File: config.mk
export PLATFORM = sky130hd
export DESIGN_NAME = pulse_interval_frame_receiver
export DESIGN_NICKNAME = d
export VERILOG_FILES = /design/src/design/pifr_pkg.sv /design/src/design/pifr_ram.sv /design/src/design/pulse_interval_frame_receiver.sv
export SDC_FILE = /design/constraint.sdc
export NUM_CORES = 1
export LEC_CHECK = 0
export ABC_AREA = 1
export BUFFER_PORTS_ARGS = -buffer_cell sky130_fd_sc_hd__buf_4
export CORE_ASPECT_RATIO = 1.4
export CORE_MARGIN = 3
export CORE_UTILIZATION = 30
export DETAILED_ROUTE_END_ITERATION = 10
export PLACE_DENSITY_LB_ADDON = 0.15
export SLEW_MARGIN = 40
export SYNTH_ARGS = -nofsm -noshare
export SYNTH_HDL_FRONTEND = slang
export SYNTH_SLANG_ARGS = --single-unit
File: constraint.sdc
create_clock -name i_clk -period 7.6 [get_ports i_clk]
set_input_delay 0.38 -clock i_clk [delete_from_list [all_inputs] [get_ports i_clk]]
set_output_delay 0.38 -clock i_clk [all_outputs]
set_load 0.01 [all_outputs]
File: src/design/pifr_pkg.sv
// Package for the pulse-interval frame receiver.
// Holds buffer sizing, codes, state type and the CRC-16 byte update.
// No dependencies.
`timescale 1ns / 1ps
`default_nettype none

package pifr_pkg;

    localparam int BUF_BYTES = 32;
    localparam int IDX_W     = $clog2(BUF_BYTES);
    localparam int BP_W      = 13;
    localparam int TIME_W    = 16;

    localparam logic [BP_W-1:0] BP_RESET  = 13'd800;
    localparam logic [15:0]     CRC_INIT  = 16'hFFFF;
    localparam logic [15:0]     CRC_POLY  = 16'hA001;
    localparam logic [7:0]      MASK_INIT = 8'h80;
    localparam logic [7:0]      ERR_MARK  = 8'hFF;

    localparam logic CMD_EDGE    = 1'b0;
    localparam logic CMD_TIMEOUT = 1'b1;

    typedef enum logic [2:0] {
        ST_IDLE,
        ST_CHECK,
        ST_RD,
        ST_LD,
        ST_E0,
        ST_E1,
        ST_E2,
        ST_E3
    } t_state;

    // Modbus CRC-16, reflected, one byte
    function automatic logic [15:0] crc_byte(input logic [15:0] crc, input logic [7:0] b);
        logic [15:0] c;
        c = crc ^ {8'h00, b};
        for (int k = 0; k < 8; k++) begin
            if (c[0]) begin
                c = (c >> 1) ^ CRC_POLY;
            end else begin
                c = c >> 1;
            end
        end
        return c;
    endfunction

    localparam logic [15:0] CRC_MARK = crc_byte(CRC_INIT, ERR_MARK);

endpackage

`default_nettype wire

File: src/design/pifr_ram.sv
// Generic simple dual-port RAM, one write and one registered read port.
// No dependencies.
`timescale 1ns / 1ps
`default_nettype none

module pifr_ram #(
    parameter int WIDTH = 8,
    parameter int DEPTH = 32
) (
    input  wire logic                     i_clk,
    input  wire logic                     i_we,
    input  wire logic [$clog2(DEPTH)-1:0] i_waddr,
    input  wire logic [WIDTH-1:0]         i_wdata,
    input  wire logic                     i_re,
    input  wire logic [$clog2(DEPTH)-1:0] i_raddr,
    output logic      [WIDTH-1:0]         o_rdata
);

    logic [WIDTH-1:0] r_mem [DEPTH];

    always_ff @(posedge i_clk) begin
        if (i_we) begin
            r_mem[i_waddr] <= i_wdata;
        end
        if (i_re) begin
            o_rdata <= r_mem[i_raddr];
        end
    end

endmodule

`default_nettype wire

File: src/design/pulse_interval_frame_receiver.sv
// Pulse-interval frame receiver: bit decode, frame buffer, CRC-16 check.
// Uses pifr_pkg and pifr_ram.
//
// Input channel (s_axis): tdata = capture_time, tuser = cmd (0 edge,
// 1 end-of-frame timeout). Output channel (m_axis): tdata = one byte,
// tlast = final byte, tuser = byte belongs to the CRC-error report.
// Config: i_cfg_we writes i_cfg_wdata into the bit period (ticks).
//
// An edge word yields nothing; o_s_axis_tready stays high. A timeout
// word folds the open byte into the CRC in its accept cycle, then the
// check state follows. A good frame streams the buffered bytes through
// a buffer RAM read, then an output load per byte; the error report
// streams four bytes at one per cycle while the output is not stalled.
// The next input word is taken once the final output byte is loaded
// into the output register, so it may overlap the delivery of that byte.
// Output is registered; a stalled receiver holds the word and the
// sequencer waits. Reset (synchronous, active low) empties the buffer
// state, the error counter and the output register and sets the bit
// period to 800 ticks; the RAM contents need no clearing.
`timescale 1ns / 1ps
`default_nettype none

module pulse_interval_frame_receiver (
    input  wire logic                        i_clk,
    input  wire logic                        i_rst_n,
    input  wire logic                        i_cfg_we,
    input  wire logic [pifr_pkg::BP_W-1:0]   i_cfg_wdata,
    input  wire logic                        i_s_axis_tvalid,
    output logic                             o_s_axis_tready,
    input  wire logic [pifr_pkg::TIME_W-1:0] i_s_axis_tdata,  // [15:0] capture_time
    input  wire logic                        i_s_axis_tuser,  // [0] cmd
    output logic                             o_m_axis_tvalid,
    input  wire logic                        i_m_axis_tready,
    output logic [7:0]                       o_m_axis_tdata,  // [7:0] data_byte
    output logic                             o_m_axis_tlast,
    output logic                             o_m_axis_tuser   // [0] crc_failed
);

    localparam int IW = pifr_pkg::IDX_W;

    pifr_pkg::t_state r_state, n_state;

    logic [pifr_pkg::BP_W-1:0]   r_bp;
    logic [IW-1:0]               r_idx, n_idx;
    logic [7:0]                  r_mask, n_mask;
    logic [7:0]                  r_cur, n_cur;
    logic [15:0]                 r_crc, n_crc;
    logic [7:0]                  r_err, n_err;
    logic [pifr_pkg::TIME_W-1:0] r_last_time, n_last_time;
    logic                        r_last_valid, n_last_valid;
    logic [IW-1:0]               r_emit_last, n_emit_last;
    logic [7:0]                  r_tail, n_tail;
    logic [IW-1:0]               r_rd_idx, n_rd_idx;

    logic       r_o_valid, n_o_valid;
    logic [7:0] r_o_data, n_o_data;
    logic       r_o_last, n_o_last;
    logic       r_o_user, n_o_user;

    logic        s_acc;
    logic        slot_free;
    logic        full;
    logic [15:0] crc_step;
    logic [15:0] rep_crc;
    logic [7:0]  mask_eff;
    logic [IW-1:0] idx_next;
    logic [pifr_pkg::TIME_W-1:0] t_cap;
    logic [pifr_pkg::TIME_W-1:0] delta;
    logic [16:0] thr4, thr8;
    logic        rd_is_tail;

    logic          mem_we, mem_re;
    logic [7:0]    mem_rdata;

    assign o_s_axis_tready = (r_state == pifr_pkg::ST_IDLE);
    assign s_acc     = i_s_axis_tvalid && o_s_axis_tready;
    assign slot_free = !r_o_valid || i_m_axis_tready;

    assign full     = (r_mask == 8'h00);
    assign crc_step = pifr_pkg::crc_byte(r_crc, r_cur);
    assign rep_crc  = pifr_pkg::crc_byte(pifr_pkg::CRC_MARK, r_err);
    assign mask_eff = full ? pifr_pkg::MASK_INIT : r_mask;
    assign idx_next = (r_idx == IW'(pifr_pkg::BUF_BYTES - 1)) ? '0 : r_idx + 1'b1;
    assign t_cap    = (i_s_axis_tdata == '0) ? 16'd1 : i_s_axis_tdata;
    assign delta    = t_cap - r_last_time;
    assign thr4     = {2'b00, r_bp, 2'b00};
    assign thr8     = {1'b0, r_bp, 3'b000};
    assign rd_is_tail = (r_rd_idx == r_emit_last);

    assign mem_we = s_acc && (i_s_axis_tuser == pifr_pkg::CMD_EDGE) && r_last_valid
                    && ({1'b0, delta} < thr8) && full;
    assign mem_re = (r_state == pifr_pkg::ST_RD);

    pifr_ram #(
        .WIDTH (8),
        .DEPTH (pifr_pkg::BUF_BYTES)
    ) u_buf (
        .i_clk   (i_clk),
        .i_we    (mem_we),
        .i_waddr (r_idx),
        .i_wdata (r_cur),
        .i_re    (mem_re),
        .i_raddr (r_rd_idx),
        .o_rdata (mem_rdata)
    );

    // next state
    always_comb begin
        n_state = r_state;
        case (r_state)
            pifr_pkg::ST_IDLE: begin
                if (s_acc && i_s_axis_tuser == pifr_pkg::CMD_TIMEOUT) begin
                    n_state = pifr_pkg::ST_CHECK;
                end
            end
            pifr_pkg::ST_CHECK: begin
                n_state = (r_crc != 16'h0000) ? pifr_pkg::ST_E0 : pifr_pkg::ST_RD;
            end
            pifr_pkg::ST_RD: n_state = pifr_pkg::ST_LD;
            pifr_pkg::ST_LD: begin
                if (slot_free) begin
                    n_state = rd_is_tail ? pifr_pkg::ST_IDLE : pifr_pkg::ST_RD;
                end
            end
            pifr_pkg::ST_E0: if (slot_free) n_state = pifr_pkg::ST_E1;
            pifr_pkg::ST_E1: if (slot_free) n_state = pifr_pkg::ST_E2;
            pifr_pkg::ST_E2: if (slot_free) n_state = pifr_pkg::ST_E3;
            pifr_pkg::ST_E3: if (slot_free) n_state = pifr_pkg::ST_IDLE;
            default: n_state = pifr_pkg::ST_IDLE;
        endcase
    end

    // datapath and outputs
    always_comb begin
        n_idx        = r_idx;
        n_mask       = r_mask;
        n_cur        = r_cur;
        n_crc        = r_crc;
        n_err        = r_err;
        n_last_time  = r_last_time;
        n_last_valid = r_last_valid;
        n_emit_last  = r_emit_last;
        n_tail       = r_tail;
        n_rd_idx     = r_rd_idx;
        n_o_valid    = r_o_valid && !i_m_axis_tready;
        n_o_data     = r_o_data;
        n_o_last     = r_o_last;
        n_o_user     = r_o_user;

        case (r_state)
            pifr_pkg::ST_IDLE: begin
                if (s_acc && i_s_axis_tuser == pifr_pkg::CMD_EDGE) begin
                    n_last_time  = t_cap;
                    n_last_valid = 1'b1;
                    if (r_last_valid && ({1'b0, delta} < thr8)) begin
                        if (full) begin
                            n_crc = crc_step;
                            n_idx = idx_next;
                        end
                        n_cur  = (full ? 8'h00 : r_cur)
                                 | (({1'b0, delta} < thr4) ? 8'h00 : mask_eff);
                        n_mask = mask_eff >> 1;
                    end
                end else if (s_acc) begin
                    n_last_valid = 1'b0;
                    n_crc        = crc_step;
                    n_emit_last  = r_idx;
                    n_tail       = r_cur;
                    n_idx        = '0;
                    n_cur        = 8'h00;
                    n_mask       = pifr_pkg::MASK_INIT;
                end
            end
            pifr_pkg::ST_CHECK: begin
                if (r_crc != 16'h0000) begin
                    n_err = r_err + 8'd1;
                end
                n_crc    = pifr_pkg::CRC_INIT;
                n_rd_idx = '0;
            end
            pifr_pkg::ST_LD: begin
                if (slot_free) begin
                    n_o_valid = 1'b1;
                    n_o_data  = rd_is_tail ? r_tail : mem_rdata;
                    n_o_last  = rd_is_tail;
                    n_o_user  = 1'b0;
                    n_rd_idx  = r_rd_idx + 1'b1;
                end
            end
            pifr_pkg::ST_E0, pifr_pkg::ST_E1, pifr_pkg::ST_E2, pifr_pkg::ST_E3: begin
                if (slot_free) begin
                    n_o_valid = 1'b1;
                    n_o_user  = 1'b1;
                    n_o_last  = (r_state == pifr_pkg::ST_E3);
                    case (r_state)
                        pifr_pkg::ST_E0: n_o_data = pifr_pkg::ERR_MARK;
                        pifr_pkg::ST_E1: n_o_data = r_err;
                        pifr_pkg::ST_E2: n_o_data = rep_crc[7:0];
                        default:         n_o_data = rep_crc[15:8];
                    endcase
                end
            end
            default: ;
        endcase
    end

    always_ff @(posedge i_clk) begin
        if (!i_rst_n) begin
            r_state      <= pifr_pkg::ST_IDLE;
            r_bp         <= pifr_pkg::BP_RESET;
            r_idx        <= '0;
            r_mask       <= pifr_pkg::MASK_INIT;
            r_cur        <= 8'h00;
            r_crc        <= pifr_pkg::CRC_INIT;
            r_err        <= 8'h00;
            r_last_time  <= '0;
            r_last_valid <= 1'b0;
            r_emit_last  <= '0;
            r_rd_idx     <= '0;
            r_o_valid    <= 1'b0;
        end else begin
            r_state      <= n_state;
            if (i_cfg_we) begin
                r_bp <= i_cfg_wdata;
            end
            r_idx        <= n_idx;
            r_mask       <= n_mask;
            r_cur        <= n_cur;
            r_crc        <= n_crc;
            r_err        <= n_err;
            r_last_time  <= n_last_time;
            r_last_valid <= n_last_valid;
            r_emit_last  <= n_emit_last;
            r_rd_idx     <= n_rd_idx;
            r_o_valid    <= n_o_valid;
        end
    end

    always_ff @(posedge i_clk) begin
        r_tail   <= n_tail;
        r_o_data <= n_o_data;
        r_o_last <= n_o_last;
        r_o_user <= n_o_user;
    end

    assign o_m_axis_tvalid = r_o_valid;
    assign o_m_axis_tdata  = r_o_data;
    assign o_m_axis_tlast  = r_o_last;
    assign o_m_axis_tuser  = r_o_user;

endmodule

`default_nettype wire

Yosys cells after proc, flatten, opt, wreduce, memory -nomap -nowiden
Memory sizes are Yosys's and may differ from the RTL's. A register that Yosys moved wholly into a read port is not among the register bits.
Cells that the tools add are included.
Widths: inputs -> output; s select.
{ "op_classes": {"addsub": 4, "n_lt_le_gt_ge": 2, "n_eq_ne": 21, "mux": 64, "bitwise_logic": 21, "n_reduce_logical": 31} }
{ "op_table": {"columns": ["cell", "n"], "rows": [
  ["$mux 16", 21],
  ["$mux 8", 12],
  ["$not 2->3", 15],
  ["$pmux 16 s2", 1],
  ["$mux 5", 6],
  ["$pmux 3 s8", 1],
  ["$pmux 8 s3", 1],
  ["$mux 3", 7],
  ["$logic_not 16->1", 1],
  ["$lt 16x15->1", 1],
  ["$lt 16x16->1", 1],
  ["$pmux 8 s2", 1],
  ["$reduce_bool 16->1", 1],
  ["$sub 16x16->16", 1],
  ["$xor 16x8->16", 1],
  ["$ne 2x2->1 const B", 7],
  ["$eq 3x3->1 const B", 4],
  ["$add 5x1->5 const B", 2],
  ["$mux 1", 10],
  ["$pmux 5 s2", 1],
  ["$reduce_and 3->1", 3],
  ["$add 8x1->8 const B", 1],
  ["$logic_and 1x1->1", 8],
  ["$logic_not 8->1", 1],
  ["other kinds (23)", 35]
]} }
{ "word_totals": {"regBits": 107, "ram_bits": 256, "out_inout_bits": 12, "mem_count": 1} }
{ "mem_list": {"columns": ["memory", "words", "word_bits", "read_ports", "rd_ports_with_merged_regs", "write_ports", "line", "source"], "rows": [
  ["u_buf.r_mem", 32, 8, 1, 1, 1, "pifr_ram.sv:19", "logic [WIDTH-1:0] r_mem [DEPTH];"]
]} }

Depth between registers and ports, before layout
{ "depth": {"word_depth": 21, "depth_mapped": 25} }

Modules after synthesis
Synthesis repeated with hierarchy kept, for this count alone.
{ "unflattened": {"cells_unflattened": 1746, "hier_area_um2": 17030.1} }
{ "modules_own_cells": {"columns": ["module", "instances", "cells_per_inst", "area_per_inst_um2"], "rows": [
  ["pifr_ram", 1, 922, 10866.7],
  ["pulse_interval_frame_receiver", 1, 824, 6163.4]
]} }

Least setup slack after synthesis
No wires, ideal clock.
{ "synth_timing": {"kind": "input-to-reg", "start": "input port i_s_axis_tdata[2] (netlist name)", "end": "memory u_buf.r_mem[0][0], enable pin", "t_arrival_ns": 3.655, "required_time_ns": 7.230, "setup_slack_ns": 3.575, "cell_stages": 18, "n_path_buf": 1, "path_cell_list": "clkbuf_1 -> ha_1 -> a21oi_1 -> nand2_2 -> nand2_2 -> nand2_1 -> a21boi_1 -> o21ai_0 -> a21oi_1 -> xnor2_1 -> ha_1 -> nand2_1 -> o21ai_0 -> a311oi_1 -> nand4_1 -> nor2_4 -> nand2_2 -> nor2_1"} }
{ "synth_via": {"elab_chain_len": 8} }
{ "synth_rtl": {"columns": ["element", "line", "source"], "rows": [
  ["start, declared", "pulse_interval_frame_receiver.sv:30", "input wire logic [pifr_pkg::TIME_W-1:0] i_s_axis_tdata,"],
  ["$logic_not 16->1", "pulse_interval_frame_receiver.sv:84", "assign t_cap = (i_s_axis_tdata == '0) ? 16'd1 : i_s_axis_tdata;"],
  ["$mux 16 (*)", "pulse_interval_frame_receiver.sv:84", null],
  ["$sub 16x16->16 (*)", "pulse_interval_frame_receiver.sv:85", "assign delta = t_cap - r_last_time;"],
  ["$lt 16x16->1 (*)", "pulse_interval_frame_receiver.sv:91", "&& ({1'b0, delta} < thr8) && full;"],
  ["$logic_and 1x1->1 (*) (2 in series)", "pulse_interval_frame_receiver.sv:91", null],
  ["$mux 1 (*)", "pifr_ram.sv:22", "if (i_we) begin"],
  ["$mux 1 (implied by the code) (*)", "pifr_ram.sv:23", "r_mem[i_waddr] <= i_wdata;"],
  ["end, declared", "pifr_ram.sv:19", null]
]} }
Every way passes the cells marked *; elsewhere a longest branch is shown, timed or not.

Worst setup path after layout
{ "layout_timing": {"start": "register r_last_time[2] (netlist name)", "end": "memory u_buf.r_mem[11][4], enable pin"} }
{ "layout_via": {"elab_chain_len": 6} }
{ "layout_rtl": {"columns": ["element", "line", "source"], "rows": [
  ["start, declared", "pulse_interval_frame_receiver.sv:49", "logic [pifr_pkg::TIME_W-1:0] r_last_time, n_last_time;"],
  ["start signal, assigned", "pulse_interval_frame_receiver.sv:231", "r_last_time <= n_last_time;"],
  ["$sub 16x16->16", "pulse_interval_frame_receiver.sv:85", null],
  ["$lt 16x16->1", "pulse_interval_frame_receiver.sv:91", null],
  ["$logic_and 1x1->1 (2 in series)", "pulse_interval_frame_receiver.sv:91", null],
  ["$mux 1", "pifr_ram.sv:22", null],
  ["$mux 1 (implied by the code)", "pifr_ram.sv:23", null]
]} }
Every way passes these cells.

==> run summary <==
The flow ran to the end, and the final reports show no timing, DRC or antenna violations. Once placement completed, the tool counted placed cells totaling 2272. The run gives 0.54 ns as the insertion delay of the later-clocked pin in the worst-skew pair. The worst hold path begins at i_cfg_wdata[5].

Setup repair after global routing left no endpoint under its margin. In this run the biggest area consumer among cell types represents 51.3% of the synthesized area. The run gives 371 as the clock sink count. Clock slew seen by the registers of the worst setup and hold paths: 0.06 ns. The die is 204 µm wide. Once the clock tree was built, the setup fixing pass inserted 0 buffers.

Counting flops and latches in the post-synthesis netlist gives 371. After synthesis, the share of flip-flops with an asynchronous set or reset is 0%. The number of remaining DRC errors was 0; the total clock buffers created by CTS was 39.

The count of hold buffers inserted by post-cts repair was 0; the max-capacitance violation count was 0. The required time of the critical path is 7.76 ns. Yosys attributes the largest share of cell area to sky130_fd_sc_hd__edfxtp_1, sky130_fd_sc_hd__dfxtp_1, sky130_fd_sc_hd__o21ai_0. Entering global routing, the biggest net connects 81 pins.

The max-slew violation total from the final report is 0, and the all-layer global routing usage is 16.5%. The clock network burns 31.6% of the power. The internal power of the cells totals 3.99 mW.

Startpoint-to-endpoint class of the critical path: flop to flop. TritonCTS built the clock tree. Data arrives at the worst endpoint at 5.00 ns.

The H-tree was split into 2 levels. 0 antenna diodes ended up in the layout. The largest fanout on the critical path is 8, and the largest voltage drop on the vdd net is 0.208 mV. The synthesized instance count was 1581.

The run gives 54300 µm² as the area inside the core boundary. With fillers left out, the area of the finished cells amounts to 18800 µm². For the remaining global-route overflow, the log shows 0.

Total wire length after detailed routing: 48800 µm. The first global-routing pass estimated 72700 µm of wire. The synthesized netlist net count is 1666. The element type at the critical path start is a flop.

In this run the remaining antenna-violating nets after routing total 0. The number of synthesized flops with an enable pin was 282. At the end of the flow, the number of nets in the layout was 1677. Yosys printed 0 warnings.

Dividing the detail-routed wire length by the instance count gives 20.8 µm. The worst register-to-register path ends at u_buf.r_mem[11][4]. The congestion estimate from routability-driven global placement came to 0.805. Launch point of the worst reg-to-reg path: r_last_time[2]. Relative to the synthesized area, the layout overhead comes to 13.8%. The library cells used most frequently in the layout, excluding fill and tap cells, are sky130_fd_sc_hd__edfxtp_1, sky130_fd_sc_hd__nor2_1, sky130_fd_sc_hd__o21ai_0. The share of the core filled with cells came out at 34.6%.

For the area enclosed by the die boundary, the log shows 58000 µm². The clock passes through at most 3 buffers. The worst register-to-register path has a depth of 18.

Leaving out fill and tap cells, the most frequent cell in the layout is sky130_fd_sc_hd__edfxtp_1. The cell area that synthesis handed to floorplanning was 16500 µm². The initial utilization of the core area, before any placement, comes to 30.4%.

The floorplan die height is 284 µm. The tools report the total area of multi-input combinational cells as 5510 µm². The tree is rooted in a sky130_fd_sc_hd__clkbuf_16. For this run, the number of standard cells in the final layout without fillers is 2340. In this run the worst hold path is classified as primary input to flop. Timing analysis after detailed placement gives a worst setup slack of 2.60 ns. Adding up every negative setup slack in the final design gives 0 ns.

In this run, the number of DRC markers left after iteration 0 of detailed routing was 763. For this design the static power due to leakage is 6.45 nW. The worst pin sits at a relative slew slack of 46.6%. The final number of hold-violating endpoints is 0.

Setup violations remaining at the end of the flow were counted as 0. After detailed routing, the number of vias per cell comes to 5.03. The sequential cell area is 10300 µm², and the post-cts gate resize count is 0. The HPWL after detailed placement is 32600 µm.

The number of vias after detailed routing was 11.8k; the final clock skew was 0.0197 ns. After detailed placement, the total cell area comes to 17500 µm². The part of the power in registers was 39.0%. For hold timing, the worst endpoint is r_bp[5]. The tools report the portion of the post-synthesis area used by sequential elements as 62.0%.

Count of TritonRoute iterations in the first routing pass: 5. 47 I/O pins were placed. For flop-to-flop paths, the worst setup slack is 2.76 ns. The logic gate share of total power is 29.4%, and the share of the cycle needed by the critical path after routing is 63.7%. The number of placement rows was 101. Of the total power, the share spent switching nets is 34.6%. Port buffering added 46 buffers.

Counting distinct cell types in the post-synthesis netlist gives 48. STA classifies the critical path endpoint as a flop. The time the final worst path needs with I/O delays and setup came out at 4.84 ns.

The top achievable clock speed is 207 MHz. Setup slack closes at 2.76 ns. Instance count along the most critical hold path: 3. The power density normalized to cell area works out to 325 nW/µm². Most used flip-flop cell after synthesis: sky130_fd_sc_hd__edfxtp_1. The top cell type by total area after synthesis is sky130_fd_sc_hd__edfxtp_1.

The initial antenna violation count came out at 0. Of the cells placed in the final design, the portion with a size suffix greater than 1 is 9.33%. The synthesized area per cell is 10.5 µm². The number of fillers in the final layout is 5586.

For the pin with the worst max-slew slack, the measured transition is 0.801 ns. The logs give 2.11 mW for the reported net switching power and 12.1k for the number of global-route vias before repair.
metrics by stage:
step	total power, mW	hold WS [ns]
final	6.11	0.0681
after global routing	6.48	0.0804
after CTS	6.19	0.0408
after detailed placement	4.24	0.463
after global placement	4.24	0.461
after floorplan	3.65	0.445
metal layers:
| layer | share of wire, % | wire length (µm) | vias to the layer above | GRT usage (%) |
|---|---|---|---|---|
| met2 | 53 | 26000 | 270 | 31.3 |
| met5 | 0 | 0 | - | 0 |
| met4 | 4.5 | 2220 | 0 | 7.02 |
| met1 | 38 | 18800 | 5747 | 18.4 |
| met3 | 3.6 | 1750 | 101 | 2.04 |
| li1 | - | - | 5642 | - |
logic make-up after synthesis:
kind of cell,count (synthesis),share of synthesized area [%]
AO/OA/AOI/OAI,395,13.9
XOR/XNOR,39,2.15
adder cells (fa/ha/maj),50,3.79
buffers and inverters,195,4.63
flip-flops,371,62.0
AND/OR/NAND/NOR,531,13.5
cell type report:
class                           instances  area share [%]
Clock buffer                           45            5.48
Inverter                              102            2.04
Tap cell                              721            4.80
Clock inverter                         23            1.30
Multi-Input combinational cell       1015            29.3
Timing Repair Buffer                   63            2.52
Sequential cell                       371            54.5
cell usage after synthesis (4+ instances only):
cell type,number
sky130_fd_sc_hd__nor2_1,227
sky130_fd_sc_hd__nand4_1,13
sky130_fd_sc_hd__xor2_1,18
sky130_fd_sc_hd__o211ai_1,23
sky130_fd_sc_hd__o21ai_0,175
sky130_fd_sc_hd__a21oi_1,92
sky130_fd_sc_hd__nand2_2,9
sky130_fd_sc_hd__buf_6,4
sky130_fd_sc_hd__edfxtp_1,282
sky130_fd_sc_hd__a211oi_1,20
sky130_fd_sc_hd__clkbuf_1,86
sky130_fd_sc_hd__nand3_1,77
sky130_fd_sc_hd__o22ai_1,40
sky130_fd_sc_hd__a22oi_1,4
sky130_fd_sc_hd__nor4_1,7
sky130_fd_sc_hd__dfxtp_1,89
sky130_fd_sc_hd__nand2_1,174
sky130_fd_sc_hd__nor3_1,10
sky130_fd_sc_hd__o221ai_1,25
sky130_fd_sc_hd__ha_1,50
sky130_fd_sc_hd__xnor2_1,20
sky130_fd_sc_hd__inv_1,98
worst max-delay path, cell delays in order, from the launching register on:
cell,delay [ns]
sky130_fd_sc_hd__dfxtp_1,0.31
sky130_fd_sc_hd__inv_1,0.05
sky130_fd_sc_hd__ha_1,0.35
sky130_fd_sc_hd__a21oi_1,0.25
sky130_fd_sc_hd__nand2_2,0.12
sky130_fd_sc_hd__nand2_2,0.07
sky130_fd_sc_hd__nand2_1,0.08
sky130_fd_sc_hd__a21boi_1,0.24
sky130_fd_sc_hd__o21ai_0,0.22
sky130_fd_sc_hd__a21oi_1,0.21
sky130_fd_sc_hd__xnor2_1,0.17
sky130_fd_sc_hd__ha_1,0.27
sky130_fd_sc_hd__nand2_1,0.09
sky130_fd_sc_hd__o21ai_0,0.12
sky130_fd_sc_hd__a311oi_1,0.50
sky130_fd_sc_hd__nand4_1,0.29
sky130_fd_sc_hd__nor2_4,0.24
sky130_fd_sc_hd__nand2_2,0.28
sky130_fd_sc_hd__nor2_1,0.61
state kept, by name (all words and copies together), names as in the netlist:
signal,flops
o_m_axis_tlast,1
u_buf.o_rdata,8
r_err,8
r_last_time,16
o_m_axis_tuser,1
u_buf.r_mem,256
r_bp,13
r_cur,8
r_state,3
r_crc,16
o_m_axis_tdata,8
r_mask,8
r_emit_last,5
r_tail,8
r_last_valid,1
r_rd_idx,5
r_idx,5
o_m_axis_tvalid,1
worst max-delay path by stage:
| stage | from | to | slack (ns) |
|---|---|---|---|
| after floorplan | i_s_axis_tdata[2] | u_buf.r_mem[0][0] | 3.58 |
| after global placement | i_s_axis_tdata[15] | u_buf.r_mem[16][1] | 2.65 |
| after detailed placement | i_s_axis_tdata[15] | u_buf.r_mem[16][1] | 2.60 |
| after CTS | r_last_time[2] | u_buf.r_mem[6][1] | 2.74 |
| after global routing | r_last_time[2] | u_buf.r_mem[10][7] | 2.30 |
| final | r_last_time[2] | u_buf.r_mem[11][4] | 2.76 |
power groups by stage:
stage / sequential (mW) / clock, mW / combinational [mW]
after floorplan: 2.39 / 0 / 1.26
after global placement: 2.42 / 0 / 1.82
after detailed placement: 2.42 / 0 / 1.82
after CTS: 2.38 / 1.98 / 1.83
after global routing: 2.39 / 2.07 / 2.02
final: 2.38 / 1.93 / 1.80
No activity file was read; power rests on OpenSTA's default activity.
